File: config.mk
export PLATFORM = sky130hd
export DESIGN_NAME = tree_root_election_node
export DESIGN_NICKNAME = d
export VERILOG_FILES = /design/src/rtl/tren_pkg.sv /design/src/rtl/tree_root_election_node.sv /design/src/rtl/tren_child_ram.sv
export SDC_FILE = /design/constraint.sdc
export NUM_CORES = 1
export LEC_CHECK = 0
export BUFFER_PORTS_ARGS = -buffer_cell sky130_fd_sc_hd__clkbuf_2
export CAP_MARGIN = 40
export CORE_UTILIZATION = 64
export DETAILED_ROUTE_END_ITERATION = 12
export PLACE_DENSITY_LB_ADDON = 0.05
export SYNTH_ARGS = -nofsm -noshare
export SYNTH_HDL_FRONTEND = slang
export SYNTH_SLANG_ARGS = --single-unit
File: constraint.sdc
create_clock -name i_clk -period 22.3 [get_ports i_clk]
set_clock_uncertainty 0.15 [all_clocks]
set_input_delay 2.23 -clock i_clk [delete_from_list [all_inputs] [get_ports i_clk]]
set_output_delay 2.23 -clock i_clk [all_outputs]
set_load 0.03 [all_outputs]
File: src/rtl/tren_pkg.sv
// Shared types and constants of the tree root election node.
// Used by the child id RAM, the top level and the port checker.
// No dependencies.
package tren_pkg;

    localparam int MAX_CHILDREN = 16;
    localparam int ID_W         = 32;
    localparam int IDX_W        = (MAX_CHILDREN > 1) ? $clog2(MAX_CHILDREN) : 1;
    localparam int CNT_W        = $clog2(MAX_CHILDREN + 1);
    localparam int COUNT_OUT_W  = 5;

    // stream payload widths
    localparam int S_DATA_W = 4 * ID_W;                   // 128
    localparam int M_DATA_W = 4 * ID_W + 1 + 2 + COUNT_OUT_W;  // 136

    localparam logic [ID_W-1:0] HEIGHT_MAX = '1;

    // input kind codes
    localparam logic KIND_RECV = 1'b0;
    localparam logic KIND_TICK = 1'b1;

    // child table change codes
    typedef logic [1:0] t_cchange;
    localparam t_cchange CC_NONE = 2'd0;
    localparam t_cchange CC_ADD  = 2'd1;
    localparam t_cchange CC_DEL  = 2'd2;
    localparam t_cchange CC_FULL = 2'd3;

    // request to the child id RAM
    typedef struct packed {
        logic             rd_en;
        logic [IDX_W-1:0] rd_addr;
        logic             wr_en;
        logic [IDX_W-1:0] wr_addr;
        logic [ID_W-1:0]  wr_data;
    } t_ram_req;

endpackage

File: src/rtl/tree_root_election_node.sv
// Top level of the tree root election node: parent adoption, child table scan, output beat.
// Depends on tren_pkg and tren_child_ram.
//
//  channel   | dir | handshake                          | payload
//  s_axis    | in  | i_s_axis_tvalid / o_s_axis_tready  | tdata 128b, tuser 1b
//  m_axis    | out | o_m_axis_tvalid / i_m_axis_tready  | tdata 136b, tuser 1b
//  cfg       | in  | i_cfg_valid / o_cfg_ready          | own_id 32b
//
// Tick: the item goes straight to S_EMIT, and the result beat is registered once the output is free.
// Received announcement: the item passes S_SCAN, S_DECIDE and S_EMIT in turn; S_SCAN is the
// one-entry-a-cycle scan of the child id RAM over all MAX_CHILDREN entries.
// One item in work at a time; the next is accepted while a result beat still waits.
// An own_id write is taken only between items and goes ahead of a waiting input beat.
// Sync active-low reset clears root, height, parent, own_id and the child valid bits.
module tree_root_election_node (
    input  logic                              i_clk,
    input  logic                              i_rst_n,
    input  logic                              i_s_axis_tvalid,
    output logic                              o_s_axis_tready,
    // [31:0] sender_id, [63:32] sender_root, [95:64] sender_height, [127:96] sender_parent
    input  logic [tren_pkg::S_DATA_W-1:0]     i_s_axis_tdata,
    // [0] kind
    input  logic                              i_s_axis_tuser,
    output logic                              o_m_axis_tvalid,
    input  logic                              i_m_axis_tready,
    // [31:0] node_id, [63:32] root_id, [95:64] parent_id, [127:96] hop_height,
    // [128] parent_changed, [130:129] child_change, [135:131] child_count
    output logic [tren_pkg::M_DATA_W-1:0]     o_m_axis_tdata,
    // [0] is_announce
    output logic                              o_m_axis_tuser,
    input  logic                              i_cfg_valid,
    output logic                              o_cfg_ready,
    input  logic [tren_pkg::ID_W-1:0]         i_cfg_data
);

    typedef enum logic [1:0] {
        S_IDLE,
        S_SCAN,
        S_DECIDE,
        S_EMIT
    } t_state;

    t_state r_state;

    logic [tren_pkg::ID_W-1:0]          r_own_id;
    logic [tren_pkg::ID_W-1:0]          r_root;
    logic [tren_pkg::ID_W-1:0]          r_height;
    logic [tren_pkg::ID_W-1:0]          r_parent;
    logic [tren_pkg::MAX_CHILDREN-1:0]  r_valid;
    logic [tren_pkg::CNT_W-1:0]         r_count;

    logic                               r_kind;
    logic [tren_pkg::ID_W-1:0]          r_sid;
    logic                               r_spa_mine;
    logic                               r_changed;
    tren_pkg::t_cchange                 r_cc;

    logic [tren_pkg::CNT_W-1:0]         r_idx;
    logic                               r_found;
    logic [tren_pkg::IDX_W-1:0]         r_fidx;
    logic                               r_free;
    logic [tren_pkg::IDX_W-1:0]         r_freeidx;

    logic                               r_m_valid;
    logic [tren_pkg::M_DATA_W-1:0]      r_m_data;
    logic                               r_m_user;

    tren_pkg::t_ram_req                 w_req;
    logic [tren_pkg::ID_W-1:0]          w_rd_data;

    logic [tren_pkg::ID_W-1:0]          w_sid;
    logic [tren_pkg::ID_W-1:0]          w_srt;
    logic [tren_pkg::ID_W-1:0]          w_sht;
    logic [tren_pkg::ID_W-1:0]          w_spa;
    logic [tren_pkg::ID_W-1:0]          w_cand;
    logic                               w_adopt;
    logic                               w_in_acc;
    logic                               w_cfg_acc;
    logic                               w_out_free;
    logic                               w_proc;
    logic [tren_pkg::CNT_W-1:0]         w_prev;
    logic [tren_pkg::IDX_W-1:0]         w_prev_idx;
    logic                               w_last;
    logic                               w_add;
    logic [tren_pkg::CNT_W+tren_pkg::COUNT_OUT_W-1:0] w_cnt_ext;

    assign w_sid = i_s_axis_tdata[31:0];
    assign w_srt = i_s_axis_tdata[63:32];
    assign w_sht = i_s_axis_tdata[95:64];
    assign w_spa = i_s_axis_tdata[127:96];

    assign w_cand  = (w_sht == tren_pkg::HEIGHT_MAX) ? tren_pkg::HEIGHT_MAX
                                                     : w_sht + tren_pkg::ID_W'(1);
    assign w_adopt = (w_srt > r_root) || ((w_srt == r_root) && (w_cand < r_height));

    // own_id writes only between items, ahead of an input beat
    assign o_cfg_ready     = (r_state == S_IDLE);
    assign o_s_axis_tready = (r_state == S_IDLE) && !i_cfg_valid;
    assign w_in_acc        = i_s_axis_tvalid && o_s_axis_tready;
    assign w_cfg_acc       = i_cfg_valid && o_cfg_ready;
    assign w_out_free      = !r_m_valid || i_m_axis_tready;

    // scan: read address r_idx goes out while data of r_idx-1 is checked
    assign w_proc     = (r_state == S_SCAN) && (r_idx != '0);
    assign w_prev     = r_idx - tren_pkg::CNT_W'(1);
    assign w_prev_idx = w_prev[tren_pkg::IDX_W-1:0];
    assign w_last     = (r_idx == tren_pkg::CNT_W'(tren_pkg::MAX_CHILDREN));
    assign w_add      = !r_found && r_spa_mine && r_free;

    always_comb begin
        w_req.rd_en   = (r_state == S_SCAN) && !w_last;
        w_req.rd_addr = r_idx[tren_pkg::IDX_W-1:0];
        w_req.wr_en   = (r_state == S_DECIDE) && w_add;
        w_req.wr_addr = r_freeidx;
        w_req.wr_data = r_sid;
    end

    tren_child_ram u_ram (
        .i_clk     (i_clk),
        .i_req     (w_req),
        .o_rd_data (w_rd_data)
    );

    assign w_cnt_ext = {{tren_pkg::COUNT_OUT_W{1'b0}}, r_count};

    always_ff @(posedge i_clk) begin
        if (!i_rst_n) begin
            r_state   <= S_IDLE;
            r_own_id  <= '0;
            r_root    <= '0;
            r_height  <= '0;
            r_parent  <= '0;
            r_valid   <= '0;
            r_count   <= '0;
            r_m_valid <= 1'b0;
        end else begin
            if (r_state == S_EMIT && w_out_free) begin
                r_m_valid <= 1'b1;
            end else if (i_m_axis_tready) begin
                r_m_valid <= 1'b0;
            end

            case (r_state)
                S_IDLE: begin
                    if (w_in_acc) begin
                        r_kind     <= i_s_axis_tuser;
                        r_sid      <= w_sid;
                        r_spa_mine <= (w_spa == r_own_id);
                        r_changed  <= 1'b0;
                        r_cc       <= tren_pkg::CC_NONE;
                        r_idx      <= '0;
                        r_found    <= 1'b0;
                        r_free     <= 1'b0;
                        if (i_s_axis_tuser == tren_pkg::KIND_RECV) begin
                            if (w_adopt) begin
                                r_parent  <= w_sid;
                                r_height  <= w_cand;
                                r_root    <= w_srt;
                                r_changed <= 1'b1;
                            end
                            r_state <= S_SCAN;
                        end else begin
                            r_state <= S_EMIT;
                        end
                    end
                end
                S_SCAN: begin
                    if (w_proc) begin
                        if (r_valid[w_prev_idx]) begin
                            if (!r_found && (w_rd_data == r_sid)) begin
                                r_found <= 1'b1;
                                r_fidx  <= w_prev_idx;
                            end
                        end else if (!r_free) begin
                            r_free    <= 1'b1;
                            r_freeidx <= w_prev_idx;
                        end
                    end
                    if (w_last) begin
                        r_state <= S_DECIDE;
                    end else begin
                        r_idx <= r_idx + tren_pkg::CNT_W'(1);
                    end
                end
                S_DECIDE: begin
                    if (!r_found && r_spa_mine) begin
                        if (r_free) begin
                            r_valid[r_freeidx] <= 1'b1;
                            r_count            <= r_count + tren_pkg::CNT_W'(1);
                            r_cc               <= tren_pkg::CC_ADD;
                        end else begin
                            r_cc <= tren_pkg::CC_FULL;
                        end
                    end else if (r_found && !r_spa_mine) begin
                        r_valid[r_fidx] <= 1'b0;
                        r_count         <= r_count - tren_pkg::CNT_W'(1);
                        r_cc            <= tren_pkg::CC_DEL;
                    end
                    r_state <= S_EMIT;
                end
                S_EMIT: begin
                    if (w_out_free) begin
                        r_m_user <= r_kind;
                        r_m_data <= {w_cnt_ext[tren_pkg::COUNT_OUT_W-1:0], r_cc, r_changed,
                                     r_height, r_parent, r_root, r_own_id};
                        r_state  <= S_IDLE;
                    end
                end
                default: begin
                    r_state <= S_IDLE;
                end
            endcase

            // own_id write restarts the election at this node
            if (w_cfg_acc) begin
                r_own_id <= i_cfg_data;
                r_root   <= i_cfg_data;
                r_height <= '0;
                r_parent <= '0;
            end
        end
    end

    assign o_m_axis_tvalid = r_m_valid;
    assign o_m_axis_tdata  = r_m_data;
    assign o_m_axis_tuser  = r_m_user;

endmodule

File: src/rtl/tren_child_ram.sv
// Child id store: one write port, one read port, registered read data.
// Depends on tren_pkg.
module tren_child_ram (
    input  logic                        i_clk,
    input  tren_pkg::t_ram_req          i_req,
    output logic [tren_pkg::ID_W-1:0]   o_rd_data
);

    logic [tren_pkg::ID_W-1:0] mem [tren_pkg::MAX_CHILDREN];
    logic [tren_pkg::ID_W-1:0] r_rd_data;

    always_ff @(posedge i_clk) begin
        if (i_req.wr_en) begin
            mem[i_req.wr_addr] <= i_req.wr_data;
        end
        if (i_req.rd_en) begin
            r_rd_data <= mem[i_req.rd_addr];
        end
    end

    assign o_rd_data = r_rd_data;

endmodule

==> run_results.csv, run 1 <==
group,metric,value,unit
yosys,ys.flop_type,"edfxtp_1",
clocking,hold_buffers,0,
final_layout,seqCellArea,25100,µm²
power,power_leakage,14.1,nW
routing,dr.pass1.iters,5,
placement,hpwl,51400,µm
clocking,ctsResizeCount,0,
setup_path,critPathArrivalTime,7.34,ns
yosys,synth_compound_area_share,4.10,%
timing,tightest_slew,1.09,ns
yosys,synth_area_leaders,"edfxtp_1 (63%), mux4_2 (11%), dfxtp_1 (8.7%)",
timing,period_share,31.2,%
floorplan,core_area,54000,µm²
clocking,cts_tree,"done",
yosys,synth_top_area_cell,"edfxtp_1",
clocking,clockBufferDepth,3,
yosys,synth_top_family_by_area,"multiplexers",
yosys,mappedNetlistArea,35100,µm²
power,power.total,3.96,mW
grt,antenna_found_initial,3,
setup_path,crit_type,"in -> reg",
timing,setup_viol,0,
setup_path,crit_path_top_delay_cell,"buf_4",
final_layout,multi_input_area,9500,µm²
yosys,synth_mux_area_share,11.6,%
yosys,synth-async-reset-ratio,0,%
clocking,numCtsBuffers,87,
grt,grt.total_usage,31.4,%
setup_path,end_kind,"register",
routing,vias_per_cell,6.31,
timing,maxSlewViolCount,0,
routing,drc,0,
grt,grt_pass1_vias,20420,
yosys,avgSynthCellArea,16.9,µm²
floorplan,dieArea,55700,µm²
timing,slew-limit-headroom,27.4,%
floorplan,ioPinCount,306,
timing,fin_setup_tns,0,ns
yosys,seq_area_frac_synth,71.4,%
setup_path,crit_fanout,45,
yosys,synthAdderAreaFrac,2.73,%
yosys,ys_warn_count,0,
routing,vias,20215,
grt,grt_max_degree,116,
clocking,clk_pin_slew,0.06,ns
floorplan,row_count,85,
final_layout,nets,2673,
timing,finalCriticalPeriod,6.95,ns
setup_path,r2r-start,"r_root[14]$_SDFFE_PN0P_",
yosys,synth_xor_area_share,2.37,%
min_path,min-delay-path-class,"reg -> reg",
min_path,hp-start,"r_kind$_DFFE_PP_",
floorplan,start_util,64.9,%
setup_path,max_stage_delay,0.73,ns
setup_path,critPathLaunch,"i_s_axis_tdata[64]",
setup_path,startpoint_type,"input pin",
placement,port_buffers,305,
run_status,outcome,"finished clean",
yosys,synth_nets,2322,
routing,drt_wl_total,86500,µm
timing,clock.fmax,0.144,GHz
final_layout,syn2layout_area_growth,15.6,%
clocking,cts.sinks,885,
clocking,htreeDepth,3,
yosys,synthCells,2080,
timing,whs,0.266,ns
timing,hold_viol,0,
power,powerDensity,97.7,nW/µm²
flow_run,maxCapViolCount,0,
placement,gp_congestion,0.896,
final_layout,drive_gt1_share,28.3,%
clocking,clockRootBuffer,"clkbuf_16",
grt,grt_pass1_wl,127000,µm
floorplan,die_w,236,µm
final_layout,num-fill-cells,3262,
grt,overflow,0,
clocking,post_cts_buffers,0,
routing,drt_iter0_markers,1901,
routing,antenna_left,0,
yosys,synth_top_area_share,62.8,%
yosys,synth_edf_count,733,
yosys,ys_types,59,
power,vdd_ir_drop_max,0.0660,mV
setup_path,worstPathRequired,22.69,ns
clocking,clk_latency,0.66,ns
floorplan,dieHeight,236,µm
setup_path,path_cells,"clkbuf_2 > ha_1 > nand4_1 > nor4_1 > clkbuf_2 > nand3_1 > buf_8 > o21ai_0 > ha_1 > a21oi_1 > o21ai_0 > a2111oi_0 > nand2_1 > a2111o_1 > a211oi_4 > buf_4 > nor2_2 > buf_4 > o221a_2",
yosys,synth-simple-area-share,5.90,%
yosys,ys_ff_latch,885,
timing,rsz0062_at_grt,"no",
routing,post_drt_wl_per_cell,27.0,µm
area by class of cell:
type                       instances  share of cell area [%]
sequential                       885                    61.8
antenna                            1                 0.00617
inverter                          75                   0.694
clock inverter                    51                    1.36
timing repair buffer             351                    4.87
tap                              696                    2.15
clock buffer                     112                    5.73
multi-input combinational       1031                    23.4
stage by stage:
step	instances	setup WS, ns	util, %	cell area, µm²
final	3202	15.35	75.1	40600
after floorplan	2080	13.04	-	35100
after global placement	3027	13.94	69.4	37500
after CTS	3200	14.85	75.1	40600
after detailed placement	3037	14.20	69.7	37700
after global routing	3201	14.95	75.1	40600
path summary, 6_finish.rpt:
path,to,slack (ns),cells after the start
setup / recovery,r_root[30]$_SDFFE_PN0P_,15.35,19
hold / removal,o_m_axis_tuser$_DFFE_PP_,0.27,0
setup reg to reg,r_root[30]$_SDFFE_PN0P_,17.91,11
hold reg to reg,o_m_axis_tuser$_DFFE_PP_,0.27,0
synth_stat cells (all sizes together) (3+ instances only):
library cell and count:
o221a 32, ha 75, edfxtp 733, a221oi 3
nor2b 8, a41oi 3, a21o 6, nor4 16
nand4 32, a311oi 3, and2 6, clkbuf 53
xor2 55, nor3 16, mux4 165, nand2 175
or2 3, a21oi 74, o22ai 8, o21a 4
nor2 119, a31oi 4, and4 6, nand2b 4
a21boi 4, xnor2 40, mux2i 33, buf 36
a211oi 29, nand3 57, and3 8, dfxtp 152
o21ai 16, or3 4, inv 75
sequential cells by signal (all words and copies together) (netlist names):
register	flops
u_ram.mem	512
o_m_axis_tdata	136
r_height	32
r_own_id	32
r_parent	32
r_root	32
r_sid	32
u_ram.o_rd_data	32
r_valid	16
r_count	5
r_idx	5
r_fidx	4
r_freeidx	4
r_cc	2
r_state	2
o_m_axis_tuser	1
o_m_axis_tvalid	1
r_changed	1
r_found	1
r_free	1
r_kind	1
r_spa_mine	1
cells by family (layout without fill, tap and decap cells):
logic type / Yosys count / after routing
XOR/XNOR: 95 / 95
AO/OA/AOI/OAI: 202 / 202
other: 0 / 1
buffers and inverters: 164 / 589
adder cells (fa/ha/maj): 76 / 76
multiplexers: 199 / 199
flip-flops: 885 / 885
AND/OR/NAND/NOR: 459 / 459
critical path: cells and delay by family:
family | cells | cell delay, ns
adders and majority gates | 2 | 0.54
buffers and inverters | 5 | 1.72
and+or+nand+nor | 5 | 1.05
AOI/OAI and AO/OA | 7 | 1.77
where the power goes:
| part | internal (mW) | total [mW] | switching, mW |
|---|---|---|---|
| clock | 0.839 | 1.47 | 0.634 |
| combinational | 0.214 | 0.546 | 0.332 |
| sequential | 1.88 | 1.94 | 0.0606 |
| total | 2.94 | 3.96 | 1.03 |
per-layer routing:
metal | wire length [µm] | track usage [%] | vias up
li1 | - | - | 8815
met1 | 34100 | 42.4 | 10327
met2 | 43600 | 52.2 | 913
met5 | 23 | 0 | -
met3 | 6610 | 6.35 | 156
met4 | 2140 | 9.25 | 4
layout by cell type, fill, tap and decap left out, types with 36 or more instances in the layout:
cell type,n
clkbuf_16,88
xor2_1,55
mux4_2,165
ha_1,75
nand2_1,173
nand3_1,57
dfxtp_1,152
xnor2_1,40
clkbuf_2,306
buf_4,36
nor2_1,104
a21oi_1,74
inv_1,74
edfxtp_1,733
(Power assumes the default switching activity.)
==> inputs of run 2 (changes only) <==
--- a/config.mk
+++ b/config.mk
@@ -7,7 +7,7 @@
 export LEC_CHECK = 0
 export BUFFER_PORTS_ARGS = -buffer_cell sky130_fd_sc_hd__clkbuf_2
 export CAP_MARGIN = 40
-export CORE_UTILIZATION = 64
+export CORE_UTILIZATION = 54
 export DETAILED_ROUTE_END_ITERATION = 12
 export PLACE_DENSITY_LB_ADDON = 0.05
 export SYNTH_ARGS = -nofsm -noshare
==> constraint.sdc (replaced) <==
create_clock -name i_clk -period 6.2 [get_ports i_clk]
set_clock_uncertainty 0.15 [all_clocks]
set_input_delay 0.62 -clock i_clk [delete_from_list [all_inputs] [get_ports i_clk]]
set_output_delay 0.62 -clock i_clk [all_outputs]
set_load 0.03 [all_outputs]
==> run 2 against run 1 <==
  * Register-to-register slack got worse by 16 ns
  * Sequential power increased to 3.6 times the previous value
  * Count of clock-buffer cells in the layout increased by 12
  * Global-route usage down 5.4 points
  * Sequential share of layout area shrank 0.86 points
  * Die area up 18%
  * First-iteration DRC count decreased by 19%
  * Combinational power increased to 3.6 times the previous value
  * Worst setup slack worse by 14 ns
  * Worst hold slack lost 0.23 ns
  * Clock power increased to 3.8 times the previous value
  * Power grew to 3.7 times the previous value
  * Largest power group unchanged
==> run_results.csv, run 2 (synthesis results as in run 1) <==
group,metric,value,unit
routing,drt_wl_total,84400,µm
floorplan,start_util,54.5,%
final_layout,layout.cells.non_filler,3375,
clocking,cts.sinks,885,
grt,antenna_found_initial,3,
timing,maxSlewViolCount,0,
routing,antenna_left,0,
setup_path,end_kind,"register",
final_layout,final_common_cell,"edfxtp_1",
floorplan,ioPinCount,306,
min_path,min-delay-path-class,"in -> reg",
grt,grt_pass1_wl,127000,µm
setup_path,critPathArrivalTime,5.08,ns
power,switching_share,25.1,%
grt,grt_pass1_vias,20329,
floorplan,dieArea,66000,µm²
routing,dr.pass1.iters,5,
clocking,clk_latency,0.63,ns
timing,finalCriticalPeriod,4.75,ns
setup_path,max_stage_delay,0.59,ns
final_layout,nets,2684,
routing,vias,19607,
final_layout,largest_reg_flops,512,
floorplan,die_w,257,µm
flow_run,maxCapViolCount,0,
placement,port_buffers,305,
timing,fin_setup_tns,0,ns
final_layout,num-fill-cells,4632,
clocking,clockRootBuffer,"clkbuf_16",
setup_path,crit_type,"in -> reg",
clocking,hold_buffers,4,
placement,placed_area,38000,µm²
setup_path,worstPathRequired,6.53,ns
power,clkPwrFrac,38.2,%
routing,drt_iter0_markers,1533,
clocking,cts_tree,"done",
power,p_int,10.9,mW
setup_path,crit_path_top_delay_cell,"buf_4",
timing,whs,0.0389,ns
timing,setup_viol,0,
clocking,clockBufferDepth,3,
power,powerDensity,354,nW/µm²
timing,hold_viol,0,
placement,gp_congestion,0.897,
power,vdd_ir_drop_max,0.242,mV
timing,setup_ws,1.45,ns
clocking,numCtsBuffers,90,
floorplan,core_area,64300,µm²
final_layout,regMostFlops,"u_ram.mem",
grt,grt_max_degree,138,
placement,placed_cells,3201,
run_status,outcome,"finished clean",
setup_path,path_cells,"clkbuf_2 > ha_1 > nand4_1 > nor4_1 > buf_4 > nand3_1 > nand2b_1 > ha_1 > a21boi_0 > o211a_1 > a2111oi_0 > nand2_1 > a2111o_1 > a211oi_4 > buf_4 > mux2i_1 > nor2_1",
timing,rsz0062_at_grt,"no",
final_layout,utilization,63.9,%
grt,grt.total_usage,26.0,%
final_layout,final_cell_mix,"edfxtp_1 (733), clkbuf_2 (305), nand2_1 (173)",
power,switchingPower,3.65,mW
setup_path,startpoint_type,"input pin",
clocking,htreeDepth,3,
floorplan,dieHeight,257,µm
final_layout,drive_gt1_share,28.6,%
final_layout,finalInstanceArea,41100,µm²
timing,period_share,76.5,%
timing,tightest_slew,0.864,ns
routing,vias_per_cell,5.81,
final_layout,syn2layout_area_growth,17.3,%
power,pwr-share-comb,13.7,%
power,seq_power_share,48.1,%
floorplan,row_count,93,
routing,post_drt_wl_per_cell,25.0,µm
placement,dp_slack,0.882,ns
clocking,post_cts_buffers,0,
power,power.total,14.6,mW
timing,slew-limit-headroom,42.4,%
clocking,ctsResizeCount,0,
placement,hpwl,52800,µm
setup_path,crit_fanout,35,
clocking,clk_pin_slew,0.06,ns
grt,overflow,0,
timing,clock.fmax,0.211,GHz
power,power_leakage,14.3,nW
routing,drc,0,
## run 2: changes by cell type in the layout (fill, tap and decap cells not counted), sizes merged
cell | before | now
bufinv | 8 | 11
clkbuf | 418 | 429
diode | 1 | 2
clkinv | 37 | 27
buf | 45 | 50
dlygate4sd3 | 0 | 4
## run 2: cell type report
| class | count | area [µm²] | area share (%) |
|---|---|---|---|
| multi-input cells | 1031 | 9500 | 23.1 |
| clock buffers | 124 | 2530 | 6.16 |
| inverters | 75 | 282 | 0.684 |
| repair buffers | 359 | 2160 | 5.25 |
| clock inverters | 44 | 531 | 1.29 |
| diodes | 2 | 5.00 | 0.0122 |
| flip-flops and latches | 885 | 25100 | 60.9 |
| well taps | 855 | 1070 | 2.60 |
## run 2: worst max-delay path, delay by kind of cell
family / cells / cell delay (ns)
and+or+nand+nor: 6 / 1.19
adders and majority gates: 2 / 0.49
AOI/OAI and AO/OA: 5 / 1.56
buffers and inverters: 3 / 0.90
muxes: 1 / 0.28
## run 2: layer usage
metal | vias up | wire length [µm] | share of wire, % | global-route usage [%]
met5 | - | 30 | 0.036 | 0
met4 | 4 | 1710 | 2.0 | 7.13
met3 | 105 | 6210 | 7.4 | 6.38
met2 | 645 | 42100 | 50 | 42.6
met1 | 10015 | 34400 | 41 | 34.8
li1 | 8838 | - | - | -
## run 2: path summary, 6_finish.rpt
check                                              from                            end  slack (ns)  cells past startpoint
worst max-delay path                 i_s_axis_tdata[64]      r_parent[11]$_SDFFE_PP0P_        1.45                     17
worst min-delay path                 i_s_axis_tdata[12]            r_sid[12]$_DFFE_PP_        0.04                      1
worst max register to register  r_root[29]$_SDFFE_PN0P_      r_parent[11]$_SDFFE_PP0P_        2.34                     11
worst min register to register    r_cc[0]$_SDFFCE_PN0P_  o_m_axis_tdata[129]$_DFFE_PP_        0.27                      0
## run 2: power groups by stage
| stage | clock [mW] | combinational, mW | sequential [mW] |
|---|---|---|---|
| 2_1_floorplan | 0 | 1.31 | 7.11 |
| 3_3_place_gp | 0 | 1.92 | 7.10 |
| 3_5_place_dp | 0 | 2.00 | 7.11 |
| 4_1_cts | 5.66 | 2.01 | 6.99 |
| 5_1_grt | 5.88 | 2.18 | 7.02 |
| 6_report | 5.57 | 1.99 | 6.99 |
